**src/rtl/core/decimal_gamma_encoder_unit_macros.svh**
```systemverilog
// ----------------------------------------------------------------------------
// Decimal gamma encoder assertion macros
// Shared property templates for the encoder's concurrent checks.
// ----------------------------------------------------------------------------
`ifndef DECIMAL_GAMMA_ENCODER_UNIT_MACROS_SVH
`define DECIMAL_GAMMA_ENCODER_UNIT_MACROS_SVH

// Same-cycle implication, disabled while reset is asserted.
`define DGE_ASSERT_SAME(label, clk, rst_n, ante, cons) \
	label: assert property (@(posedge clk) disable iff (!(rst_n)) (ante) |-> (cons)) \
		else $error("decimal gamma encoder: same-cycle check failed");

// Next-cycle implication, disabled while reset is asserted.
`define DGE_ASSERT_NEXT(label, clk, rst_n, ante, cons) \
	label: assert property (@(posedge clk) disable iff (!(rst_n)) (ante) |=> (cons)) \
		else $error("decimal gamma encoder: next-cycle check failed");

`endif

```
**src/rtl/core/dge_pkg.sv**
```systemverilog
// ----------------------------------------------------------------------------
// Decimal gamma encoder package
// Widths, constants and request/result types shared by the encoder modules.
// ----------------------------------------------------------------------------
`default_nettype none

package dge_pkg;

	// Width of the saturating exponent offset field.
	localparam int EXP_WIDTH = 16;

	localparam int ABS_EXP_W = 16;
	localparam int DIGIT_W   = 4;
	localparam int CODE_W    = 37;
	localparam int LEN_W     = 6;
	localparam int DECLET_W  = 10;

	// The offset sum needs one bit more than the exponent field.
	localparam int SUM_W  = (EXP_WIDTH > ABS_EXP_W + 1) ? EXP_WIDTH : ABS_EXP_W + 1;
	// Bit length of the offset, 0 .. EXP_WIDTH.
	localparam int BLEN_W = $clog2(EXP_WIDTH + 1);
	// Full header length is 2*EXP_WIDTH + 5 at most.
	localparam int FULL_W = 2 * EXP_WIDTH + 5;
	localparam int WORD_W = (FULL_W > CODE_W) ? FULL_W : CODE_W;
	localparam int SHAMT_W = BLEN_W + 2;

	localparam logic [EXP_WIDTH-1:0] MAX_OFFSET = '1;

	localparam logic OP_HEADER = 1'b0;
	localparam logic OP_GROUP  = 1'b1;

	localparam logic [1:0] SIGN_POSITIVE = 2'b10;
	localparam logic [1:0] SIGN_NEGATIVE = 2'b00;
	localparam logic [SUM_W-1:0] OFFSET_BIAS = SUM_W'(2);
	localparam logic [DIGIT_W-1:0] DIGIT_BASE = DIGIT_W'(10);
	localparam logic [DECLET_W-1:0] DECLET_BASE      = DECLET_W'(999);
	localparam logic [DECLET_W-1:0] DECLET_LAST_BASE = DECLET_W'(1000);
	localparam logic [LEN_W-1:0] ZERO_LENGTH   = LEN_W'(2);
	localparam logic [LEN_W-1:0] DECLET_LENGTH = LEN_W'(DECLET_W);

	typedef struct packed {
		logic                 opcode;
		logic                 negative;
		logic                 is_zero;
		logic                 exponent_negative;
		logic [ABS_EXP_W-1:0] abs_exponent;
		logic [DIGIT_W-1:0]   lead_digit;
		logic [DIGIT_W-1:0]   digit_hi;
		logic [DIGIT_W-1:0]   digit_mid;
		logic [DIGIT_W-1:0]   digit_lo;
		logic                 last_group;
	} in_item_t;

	typedef struct packed {
		logic [CODE_W-1:0] code_bits;
		logic [LEN_W-1:0]  code_length;
		logic              number_done;
	} out_item_t;

endpackage

`default_nettype wire

```
**src/rtl/core/decimal_gamma_encoder_unit.sv**
```systemverilog
// ----------------------------------------------------------------------------
// Decimal gamma encoder unit
// Streams normalized decimal numbers into an order-preserving bit code.
// ----------------------------------------------------------------------------
// A number is sent as one header request followed by its three-digit group
// requests, and every request yields exactly one code chunk: right-aligned
// bits, a bit count and a flag that marks the chunk ending the number. The
// unit takes one request per clock while its input does not stall: a request
// is captured in the input register, encoded in one pass of short logic, and
// held in the result register until the consumer takes it. The input stalls
// only when both registers are full and the output is stalled, so throughput
// is set by the consumer alone. The sign of the current number is kept
// between a header and its groups; it is cleared by reset and by a zero
// header, which produces only the two sign bits and ends the number.
// ----------------------------------------------------------------------------
`default_nettype none

`include "decimal_gamma_encoder_unit_macros.svh"

module decimal_gamma_encoder_unit (
	input  logic               clk,
	input  logic               arst_n,
	input  logic               item_valid,
	output logic               item_stall,
	input  dge_pkg::in_item_t  item,
	output logic               code_valid,
	input  logic               code_stall,
	output dge_pkg::out_item_t code
);
	import dge_pkg::*;

	in_item_t  item_s1;
	logic      valid_s1;
	out_item_t code_s2;
	logic      valid_s2;
	logic      sign_q;

	out_item_t hdr_code;
	out_item_t grp_code;
	out_item_t enc_code;
	logic      hdr_sign;
	logic      advance;
	logic      take;

	// The first stage moves on whenever the result register is free or drained.
	assign advance    = valid_s1 && (!valid_s2 || !code_stall);
	assign item_stall = valid_s1 && !advance;
	assign take       = item_valid && !item_stall;

	dge_header_enc u_header (
		.item      (item_s1),
		.code      (hdr_code),
		.sign_next (hdr_sign)
	);

	dge_group_enc u_group (
		.item          (item_s1),
		.sign_negative (sign_q),
		.code          (grp_code)
	);

	assign enc_code = (item_s1.opcode == OP_HEADER) ? hdr_code : grp_code;

	// Input register: payload loads only on an accepted request.
	always_ff @(posedge clk) begin
		if (take) begin
			item_s1 <= item;
		end
	end

	always_ff @(posedge clk or negedge arst_n) begin
		if (!arst_n) begin
			valid_s1 <= 1'b0;
		end else if (take) begin
			valid_s1 <= 1'b1;
		end else if (advance) begin
			valid_s1 <= 1'b0;
		end
	end

	// Result register: holds its chunk for as long as the consumer stalls.
	always_ff @(posedge clk) begin
		if (advance) begin
			code_s2 <= enc_code;
		end
	end

	always_ff @(posedge clk or negedge arst_n) begin
		if (!arst_n) begin
			valid_s2 <= 1'b0;
		end else if (advance) begin
			valid_s2 <= 1'b1;
		end else if (!code_stall) begin
			valid_s2 <= 1'b0;
		end
	end

	// The number's sign changes only when a header leaves the first stage, so
	// a group right behind its header already sees the new sign.
	always_ff @(posedge clk or negedge arst_n) begin
		if (!arst_n) begin
			sign_q <= 1'b0;
		end else if (advance && (item_s1.opcode == OP_HEADER)) begin
			sign_q <= hdr_sign;
		end
	end

	assign code_valid = valid_s2;
	assign code       = code_s2;

	// A stall toward the producer only happens with a request held in stage one.
	`DGE_ASSERT_SAME(a_stall_needs_item, clk, arst_n, item_stall, valid_s1)

	// A request that moves on is offered to the consumer in the next cycle.
	`DGE_ASSERT_NEXT(a_advance_gives_code, clk, arst_n, advance, code_valid)

	// Chunks are a zero header, a declet, or a header of odd length.
	`DGE_ASSERT_SAME(a_code_length_shape, clk, arst_n, code_valid, (code.code_length == ZERO_LENGTH) || (code.code_length == DECLET_LENGTH) || code.code_length[0])

	// A zero header leaves the stored sign positive.
	`DGE_ASSERT_NEXT(a_zero_clears_sign, clk, arst_n, advance && (item_s1.opcode == OP_HEADER) && item_s1.is_zero, !sign_q)

endmodule

`default_nettype wire

```
**src/rtl/core/dge_header_enc.sv**
```systemverilog
// ----------------------------------------------------------------------------
// Decimal gamma header encoder
// Builds the sign bits, gamma exponent and first digit of one header.
// ----------------------------------------------------------------------------
`default_nettype none

module dge_header_enc (
	input  dge_pkg::in_item_t  item,
	output dge_pkg::out_item_t code,
	output logic               sign_next
);
	import dge_pkg::*;

	logic [SUM_W-1:0]     offset_sum;
	logic [EXP_WIDTH-1:0] offset;
	logic [BLEN_W-1:0]    blen;
	logic [BLEN_W-1:0]    blen_m1;
	logic [SHAMT_W-1:0]   sign_shift;
	logic [WORD_W-1:0]    len_mask;
	logic [WORD_W-1:0]    rest_mask;
	logic [WORD_W-1:0]    field;
	logic [WORD_W-1:0]    field_mask;
	logic [WORD_W-1:0]    word;
	logic [DIGIT_W-1:0]   first;
	logic [1:0]           sign_code;

	// Offset is the exponent plus two, saturated to the field width.
	assign offset_sum = SUM_W'(item.abs_exponent) + OFFSET_BIAS;
	assign offset = (offset_sum > SUM_W'(MAX_OFFSET)) ? MAX_OFFSET
		: offset_sum[EXP_WIDTH-1:0];

	// Bit length of the offset: position of the highest set bit plus one.
	always_comb begin
		blen = '0;
		for (int i = 0; i < EXP_WIDTH; i++) begin
			if (offset[i]) begin
				blen = BLEN_W'(i + 1);
			end
		end
	end

	assign blen_m1    = blen - BLEN_W'(1);
	assign len_mask   = (WORD_W'(1) << blen) - WORD_W'(1);
	assign rest_mask  = len_mask >> 1;
	assign field_mask = (len_mask << blen_m1) | rest_mask;
	assign sign_shift = SHAMT_W'(blen) + SHAMT_W'(blen_m1) + SHAMT_W'(DIGIT_W);

	// Unary prefix of ones closed by a zero, then the offset below its top bit.
	always_comb begin
		field = ((len_mask - WORD_W'(1)) << blen_m1) | (WORD_W'(offset) & rest_mask);
		if (item.negative != item.exponent_negative) begin
			field = field ^ field_mask;
		end
	end

	assign first     = item.negative ? (DIGIT_BASE - item.lead_digit) : item.lead_digit;
	assign sign_code = item.negative ? SIGN_NEGATIVE : SIGN_POSITIVE;
	assign word      = (WORD_W'(sign_code) << sign_shift) | (field << DIGIT_W)
		| WORD_W'(first);

	always_comb begin
		if (item.is_zero) begin
			code.code_bits   = CODE_W'(SIGN_POSITIVE);
			code.code_length = ZERO_LENGTH;
			code.number_done = 1'b1;
			sign_next        = 1'b0;
		end else begin
			code.code_bits   = word[CODE_W-1:0];
			code.code_length = LEN_W'({blen, 1'b1}) + LEN_W'(DIGIT_W);
			code.number_done = 1'b0;
			sign_next        = item.negative;
		end
	end

endmodule

`default_nettype wire

```
**src/rtl/core/dge_group_enc.sv**
```systemverilog
// ----------------------------------------------------------------------------
// Decimal gamma group encoder
// Packs three decimal digits into one 10-bit declet, complemented if negative.
// ----------------------------------------------------------------------------
`default_nettype none

module dge_group_enc (
	input  dge_pkg::in_item_t  item,
	input  logic               sign_negative,
	output dge_pkg::out_item_t code
);
	import dge_pkg::*;

	logic [DECLET_W-1:0] value;
	logic [DECLET_W-1:0] declet;

	// All arithmetic wraps at ten bits.
	assign value = DECLET_W'(item.digit_hi) * DECLET_W'(100)
		+ DECLET_W'(item.digit_mid) * DECLET_W'(10)
		+ DECLET_W'(item.digit_lo);

	always_comb begin
		if (sign_negative) begin
			declet = (item.last_group ? DECLET_LAST_BASE : DECLET_BASE) - value;
		end else begin
			declet = value;
		end
	end

	assign code.code_bits   = CODE_W'(declet);
	assign code.code_length = DECLET_LENGTH;
	assign code.number_done = item.last_group;

endmodule

`default_nettype wire

```
**config.mk**
```make
export PLATFORM = sky130hd
export DESIGN_NAME = decimal_gamma_encoder_unit
export DESIGN_NICKNAME = d
export VERILOG_FILES = /design/src/rtl/core/dge_pkg.sv /design/src/rtl/core/decimal_gamma_encoder_unit.sv /design/src/rtl/core/dge_header_enc.sv /design/src/rtl/core/dge_group_enc.sv
export VERILOG_INCLUDE_DIRS = /design/src /design/src/rtl/core
export SDC_FILE = /design/constraint.sdc
export NUM_CORES = 1
export LEC_CHECK = 0
export BUFFER_PORTS_ARGS = -buffer_cell sky130_fd_sc_hd__buf_2
export CAP_MARGIN = 30
export CORE_MARGIN = 4
export CORE_UTILIZATION = 60
export CTS_CLUSTER_SIZE = 25
export DETAILED_ROUTE_END_ITERATION = 16
export GPL_TIMING_DRIVEN = 0
export PLACE_DENSITY = 0.86
export SETUP_SLACK_MARGIN = 0.02
export SLEW_MARGIN = 10
export SYNTH_ARGS = -nofsm -noshare
export SYNTH_HDL_FRONTEND = slang
export SYNTH_HIERARCHICAL = 1
export SYNTH_SLANG_ARGS = --single-unit
export TNS_END_PERCENT = 10
```
**constraint.sdc**
```tcl
create_clock -name clk -period 16.89 [get_ports clk]
set_input_delay 0.8445 -clock clk [delete_from_list [all_inputs] [get_ports clk]]
set_output_delay 0.8445 -clock clk [all_outputs]
set_load 0.03 [all_outputs]
```
==> results.ini, run 1 <==
[yosys]
ys_seq_area_frac = 0.243
netlist_instances = 1209
syn_area_per_cell_um2 = 8.54
synth_cell_types = 110
yosys-top-cells-area = edfxtp_1 24%, ha_1 6.1%, mux2_4 6.0%, nand2_1 4.2%, a21oi_1 3.7%
synth-edff-count = 81
synth_area_um2 = 10300
ys_ff_latch = 84
ys.warnings.count = 6
ys_async_sr_fraction = 0.0357
synth_area_leader_cell = edfxtp_1
synth_ff_type = edfxtp_1
synth_top_area_frac = 0.236

[sta]
fin_setup_tns_ps = 0
finalSetupViolCount = 0
fmax_mhz = 92.5
slew_viol_final = 0
slew_headroom = 0.318
fin_crit_ps = 10810
timing.final.ws_setup_ps = 6080
hold_slack_ps = 286
clock_skew_ps = 6.65
rsz0062_at_grt = no
tightestPinTransition_ps = 995
finalHoldViolations = 0
post-route-period-util = 0.640

[clock_network]
postCtsHoldBufs = 0
ctsResizeCount = 0
cts_tree = built
cts_setup_buffers = 0
clk_latency_ps = 340
htreeDepth = 3
cts_root_buffer = clkbuf_16
clk_pin_slew_worst_paths_ps = 70
cts_max_path_buffers = 2
numCtsBuffers = 9
clkSinkCount = 84

[floorplan]
num_rows = 47
core-area_um2 = 16700
die_x_um = 139
pin_count = 87
start_util = 0.618
die_height_um = 139
dieArea_um2 = 19400

[worst_setup_path]
worst-r2r-cell-count = 33
cp_num_buf_inv = 9
crit_path_top_delay_cell = buf_1
cp.required_ps = 16990
r2r-start = item_s1[18]
cp-start-kind = flop
cp_max_fo = 12
setup.worst_path.end = code[39]
cp.depth = 33
cp_common_cell = clkbuf_1
rr_endpoint = code[39]
worstSetupEndpointType = flop
max_stage_delay_ps = 800
cp-startpoint = item_s1[18]
crit_type = reg2reg
r2r_slack_ps = 6080
crit_family = buffers and inverters
worst-endpoint-arrival_ps = 10910

[drt]
wl_mm = 40.0
vias = 11169
ant_nets = 0
drt_iter0_drc = 1641
dr.pass1.iters = 9
avgViaCountPerCell = 7.11
wire_per_inst_um = 25.5
drc_errors = 0

[cells_and_area]
area_growth_pct = 11.3
layout_common_cells = 115 x nand2_1, 102 x buf_2, 101 x nor2_1
fin_area_um2 = 11500
n_antenna_cell = 0
layout-drive-gt1-share = 0.217
multi_input_area_um2 = 7020
seqCellArea_um2 = 2510
final_nets = 1443
num-fill-cells = 1293
layout_commonest_cell = nand2_1

[power]
power_density_nw_per_um2 = 86.1
internal_power_uw = 551
p_comb_frac = 0.541
vdd_drop_max_mv = 0.0735
p_clk_frac = 0.188
switching_share = 0.443
power_frac_seq = 0.271
p_leak_uw = 0.00467
switchingPower_uw = 438

[status]
status = completed

[global_routing]
grt_pass1_vias = 10568
grt_use_total = 0.396
grt_pass1_wl_mm = 60.1
antenna_found_initial = 0
grt_max_degree = 38
grt_overflow = 0

[min_path]
hold_class = in2async

[job]
maxCapViolCount = 0

[placed_design]
port_buffers = 86
dpl.hpwl_mm = 30.5
postPlaceCellArea_um2 = 11200
dp_slack_ps = 6530
place.gp.congestion = 1.09

==> metrics by stage <==
step	cells	power [µW]	utilization
3_3_place_gp	1546	764	0.667
6_report	1570	989	0.688
2_1_floorplan	1240	635	-
5_1_grt	1570	1020	0.688
3_5_place_dp	1552	778	0.671
4_1_cts	1568	965	0.687
==> worst register-to-register path, delay by kind of cell, from the launching register on <==
family,cells,cell delay [ps]
flops,1,410
mux,1,280
buf+inv,9,3710
xor+xnor,1,400
compound gates,10,2490
simple gates,8,1730
fa+ha+maj,4,1540
==> power groups by stage <==
| stage | combinational (µW) | clock, µW | sequential [µW] |
|---|---|---|---|
| final | 535 | 186 | 268 |
| after global routing | 556 | 199 | 270 |
| after CTS | 510 | 188 | 268 |
| after detailed placement | 506 | 0 | 272 |
| after global placement | 492 | 0 | 271 |
| after floorplan | 335 | 0 | 300 |
==> registers in the layout, indices dropped and copies added, names as in the netlist <==
| register | flops |
|---|---|
| sign_q | 1 |
| code_valid | 1 |
| code | 44 |
| valid_s1 | 1 |
| item_s1 | 37 |
==> synth_stat cells, types with 6 or more instances <==
master / instances
clkbuf_1: 41
o22ai_1: 13
a31oi_1: 33
a22oi_1: 6
buf_6: 16
mux2i_1: 17
o21ai_0: 61
o32ai_1: 7
and2_1: 16
nor3_1: 35
xor2_1: 12
o31ai_1: 10
buf_2: 13
nand3_1: 38
a21o_1: 14
ha_1: 50
a221oi_1: 6
edfxtp_1: 81
mux2_2: 16
nor4_1: 11
nor2_1: 101
nand4_1: 14
a211o_1: 6
nand2b_1: 8
fa_1: 7
o21a_1: 8
a311oi_1: 7
or2_2: 6
a32oi_1: 11
inv_1: 39
nand2_1: 115
xnor2_1: 37
or3_1: 9
o211ai_1: 24
and3_1: 8
mux2_4: 41
buf_4: 43
nor2b_1: 10
a21oi_1: 76
a211oi_1: 11
==> cell type report <==
class / instances / share of cell area
Inverter: 46 / 0.0150
Clock buffer: 10 / 0.0199
Tap cell: 220 / 0.0240
Timing Repair Buffer: 94 / 0.0428
Multi-Input combinational cell: 991 / 0.611
Sequential cell: 84 / 0.218
Clock inverter: 6 / 0.00425
Buffer: 119 / 0.0651
==> logic make-up (layout without fill, tap and decap cells) <==
logic type / after synthesis / count (layout) / synth area share
simple gates: 404 / 404 / 0.195
buf+inv: 165 / 275 / 0.0892
mux: 78 / 78 / 0.102
other cells: 2 / 33 / 0.000728
flops: 84 / 84 / 0.243
xor+xnor: 50 / 50 / 0.0432
fa+ha+maj: 57 / 57 / 0.0742
compound gates: 369 / 369 / 0.252
==> worst min-delay path by stage <==
stage | startpoint | to | slack, ps | depth (start not counted)
after CTS | arst_n | sign_q | 280 | 1
final | arst_n | code_valid | 290 | 1
after global placement | valid_s1 | code_valid | 550 | 1
after detailed placement | valid_s1 | code_valid | 570 | 1
after floorplan | valid_s1 | code_valid | 530 | 1
after global routing | arst_n | valid_s1 | 270 | 1
==> routing by layer <==
layer | up-vias | share of wire | GRT usage
li1 | 4769 | - | -
met1 | 5157 | 0.35 | 0.492
met2 | 988 | 0.44 | 0.623
met3 | 255 | 0.13 | 0.0914
met4 | 0 | 0.081 | 0.244
met5 | - | 0 | 0
Note: power is estimated with default switching activity, not from simulation.
==> run 2, diff against run 1 <==
Settings changed: CORE_UTILIZATION 60 to 56, PLACE_DENSITY 0.86 to 0.84.
Clock period 16.89 ns to 9.8 ns, I/O delays scaled along.
==> run 2 against run 1 <==
- combinational power is 71% higher
- sequential share of layout area is 0.071 points lower
- register-to-register slack worse by 5700 ps
- cell count is 0.45% higher
- clock skew is 2.9 ps higher
- hold slack better by 24 ps
- die area is 6.7% higher
- via count is 3.1% lower
- sequential cell count stayed put
- fmax is 14% higher
- sequential power is 72% higher
==> results.ini, run 2 (synthesis gave the netlist of run 1 again) <==
[power]
p_leak_uw = 0.00468
power_density_nw_per_um2 = 149
vdd_drop_max_mv = 0.116
power_uw = 1720

[job]
maxCapViolCount = 0

[clock_network]
clk_pin_slew_worst_paths_ps = 60
cts_root_buffer = clkbuf_16
numCtsBuffers = 9
clkSinkCount = 84
htreeDepth = 3
cts_max_path_buffers = 2
clk_latency_ps = 350
cts_tree = built

[cells_and_area]
num-fill-cells = 1532
instances_no_fill = 1577
final_nets = 1441
n_antenna_cell = 0
fin_area_um2 = 11500
layout-drive-gt1-share = 0.220
area_growth_pct = 11.7
layout_common_cells = 115 x nand2_1, 101 x nor2_1, 100 x buf_2
layout_commonest_cell = nand2_1
largest_reg_flops = 44
utilization = 0.640

[global_routing]
grt_pass1_wl_mm = 58.7
grt_pass1_vias = 10047
grt_max_degree = 38
grt_overflow = 0
antenna_found_initial = 0
grt_use_total = 0.374

[floorplan]
dieArea_um2 = 20700
core-area_um2 = 18000
start_util = 0.573
num_rows = 49
die_height_um = 144
die_x_um = 144
pin_count = 87

[placed_design]
dpl.hpwl_mm = 30.5
port_buffers = 86
dp_cells = 1559
place.gp.congestion = 1.08
postPlaceCellArea_um2 = 11200

[drt]
drc_errors = 0
wire_per_inst_um = 25.2
ant_nets = 0
vias = 10828
dr.pass1.iters = 8
avgViaCountPerCell = 6.87
wl_mm = 39.7
drt_iter0_drc = 1642

[worst_setup_path]
worst-endpoint-arrival_ps = 9680
cp.required_ps = 10020
cp_common_cell = ha_1
cp-start-kind = flop
cp_max_fo = 12
worstSetupEndpointType = flop
crit_path_top_delay_cell = nor3_1
crit_type = reg2reg
max_stage_delay_ps = 730

[sta]
tightestPinTransition_ps = 1090
slew_headroom = 0.255
fin_setup_tns_ps = 0
clock_skew_ps = 9.53
rsz0062_at_grt = no
finalSetupViolCount = 0
finalHoldViolations = 0
post-route-period-util = 0.965
fmax_mhz = 106
slew_viol_final = 0
fin_crit_ps = 9460

[min_path]
hold_class = in2reg

[status]
status = completed

[run 2: cell count changes in the layout (fill, tap and decap cells not counted), sizes merged]
cell and delta:
bufinv +1, clkinvlp +2, clkinv -3, buf -5, clkbuf +2, dlygate4sd3 +1
[run 2: repair_timing]
item	in CTS	in global routing
resized for setup	4	7
setup buffers	0	0
setup endpoints to repair	5	4
hold buffers	1	0
endpoints found under the hold margin	3	0
[run 2: area by class of cell]
class                   instances  area, µm²  share of cell area
plain buffers                 119        756              0.0656
multi-input cells             991       7030               0.610
repair buffers                 92        485              0.0421
well taps                     229        287              0.0249
flip-flops and latches         84       2510               0.217
clock buffers                  10        229              0.0199
clock inverters                 6       63.8             0.00554
inverters                      46        173              0.0150
[run 2: through the flow]
step	setup WS, ps	hold WS [ps]
floorplan	2520	194
global placement	-629	289
detailed placement	-515	292
CTS	51.0	298
global route	137	294
finish	340	310
[run 2: final timing paths]
kind                             start    endpoint  slack (ps)  cells past startpoint
max in group asynchronous       arst_n  code_valid        9200                      2
min in group asynchronous       arst_n      sign_q         480                      2
min                            item[7]  item_s1[7]         310                      1
min reg2reg                   valid_s1  code_valid         580                      1
max                        item_s1[18]    code[23]         340                     30
max reg2reg                item_s1[18]    code[23]         340                     30
[run 2: worst max-delay path: cells and delay by family (launching register included)]
family                   cells  cell delay (ps)
multiplexers                 2              510
XOR/XNOR                     1              200
AND/OR/NAND/NOR              3              910
AO/OA/AOI/OAI                7             1800
buffers and inverters       12             3880
adder cells (fa/ha/maj)      5             1560
flip-flops                   1              420
[run 2: routing by layer]
layer  vias to the layer above  share of wire  GRT usage
li1                       4764              -          -
met1                      5028           0.38      0.487
met2                       836           0.44      0.585
met3                       200           0.11     0.0832
met4                         0          0.068      0.191
met5                         -              0          0
[run 2: power breakdown]
| part | switching [µW] | leakage, µW | internal, µW |
|---|---|---|---|
| Combinational | 587 | 0.00372 | 330 |
| Sequential | 18.1 | 0.000820 | 444 |
| Clock | 141 | 0.000139 | 197 |
==> run 3, diff against run 2 <==
Settings changed: CORE_UTILIZATION 56 to 50, PLACE_DENSITY 0.84 to 0.77.
==> run 3 against run 2 <==
- global-route usage is 3.6 points lower
- final area is 0.93% higher
- sequential power hardly changed
- sequential share of layout area is 0.20 points lower
- hold slack better by 5.2 ps
- critical path type unchanged
- largest power group unchanged
- highest routed layer unchanged
==> results.ini, run 3 (synthesis gave the netlist of run 1 again) <==
[worst_setup_path]
r2r_slack_ps = 290
worstSetupEndpointType = flop
cp-start-kind = flop
crit_family = buffers and inverters
cp_num_buf_inv = 8
cp_common_cell = ha_1
max_stage_delay_ps = 560
cp.required_ps = 9900
crit_type = reg2reg
crit_path_top_delay_cell = ha_1
worst-endpoint-arrival_ps = 9610
cp_max_fo = 12

[job]
maxCapViolCount = 0

[clock_network]
cts_tree = built
numCtsBuffers = 9
cts_setup_buffers = 0
clkSinkCount = 84
clk_pin_slew_worst_paths_ps = 60
clk_latency_ps = 350
cts_root_buffer = clkbuf_16
cts_max_path_buffers = 2
htreeDepth = 3

[global_routing]
grt_overflow = 0
grt_use_total = 0.338
grt_pass1_vias = 9854
grt_pass1_wl_mm = 58.7
antenna_found_initial = 0
grt_max_degree = 38

[sta]
rsz0062_at_grt = yes
finalSetupViolCount = 0
fmax_mhz = 105
finalHoldViolations = 0
slew_headroom = 0.292
clock_skew_ps = 9.18
fin_setup_tns_ps = 0
tightestPinTransition_ps = 1060
slew_viol_final = 0
hold_slack_ps = 315
post-route-period-util = 0.970
timing.final.ws_setup_ps = 289
fin_crit_ps = 9510

[cells_and_area]
seqCellArea_um2 = 2510
layout_commonest_cell = nand2_1
area_growth_pct = 12.7
multi_input_area_um2 = 7030
utilization = 0.573
final_nets = 1444
instances_no_fill = 1621
num-fill-cells = 1930
largest_reg_flops = 44
layout-drive-gt1-share = 0.222
layout_common_cells = 115 x nand2_1, 101 x buf_2, 101 x nor2_1
n_antenna_cell = 0

[drt]
route.layer.met1.wl_mm = 15.3
drt_iter0_drc = 1543
wl_mm = 39.2
dr.pass1.iters = 6
ant_nets = 0
met3WireLength_mm = 4.32
avgViaCountPerCell = 6.55
drc_errors = 0
wire_per_inst_um = 24.2
vias = 10612
dr_wl_met2_mm = 17.3
highest_layer = met4

[placed_design]
dp_cells = 1603
place.gp.congestion = 1.04
dp_slack_ps = -475
dpl.hpwl_mm = 30.7
port_buffers = 86

[power]
vdd_drop_max_mv = 0.107
p_leak_uw = 0.00471
power_density_nw_per_um2 = 149

[floorplan]
die_x_um = 152
die_height_um = 152
num_rows = 52
core-area_um2 = 20300
start_util = 0.508
pin_count = 87
dieArea_um2 = 23000

[status]
status = completed

[min_path]
hold_class = in2reg

run 3: changes by cell type in the layout (fill, tap and decap cells not counted), sizes merged:
cell | before | now
clkinvlp | 2 | 0
inv | 43 | 42
clkdlybuf4s18 | 0 | 1
buf | 166 | 170
clkbuf | 54 | 53
bufinv | 1 | 2
clkinv | 6 | 7
run 3: final timing paths:
check	start	to	cells past startpoint
setup reg to reg	item_s1[18]	code[39]	32
hold reg to reg	valid_s1	code_valid	1
hold / removal	item[34]	item_s1[34]	1
min in group asynchronous	arst_n	valid_s1	2
setup / recovery	item_s1[18]	code[39]	32
max in group asynchronous	arst_n	sign_q	2
run 3: routing by layer:
| metal | track usage | vias to the layer above |
|---|---|---|
| li1 | - | 4760 |
| met1 | 0.445 | 4951 |
| met2 | 0.523 | 738 |
| met3 | 0.0744 | 163 |
| met4 | 0.171 | 0 |
| met5 | 0 | - |
run 3: where the power goes:
group          leakage [µW]  internal [µW]  total (µW)  switching, µW
registers          0.000820            444         461           16.4
clock network      0.000154            225         362            138
logic               0.00373            331         911            580
run 3: layout make-up:
cell class | count | area share
multi-input cells | 991 | 0.604
flip-flops and latches | 84 | 0.215
plain buffers | 118 | 0.0647
repair buffers | 96 | 0.0443
well taps | 270 | 0.0290
clock buffers | 11 | 0.0200
inverters | 46 | 0.0148
clock inverters | 5 | 0.00742
run 3: through the flow:
step | cell area [µm²] | total power [µW]
after floorplan | 10400 | 1090
after global placement | 11200 | 1340
after detailed placement | 11300 | 1340
after CTS | 11600 | 1710
after global routing | 11600 | 1810
final | 11600 | 1730
run 3: worst reg2reg max path: cells and delay by family (launching register included):
kind / cells / cell delay (ps)
mux: 1 / 270
flops: 1 / 380
fa+ha+maj: 4 / 1670
simple gates: 8 / 1560
buf+inv: 8 / 2590
xor+xnor: 1 / 350
compound gates: 10 / 2460
run 3: repair_timing:
action                                 in CTS  in global routing
gates resized for setup                     4                  4
hold buffers                                1                  0
gates cloned                                0                  0
endpoints found under the hold margin       3                  0
setup endpoints to repair                   3                  8
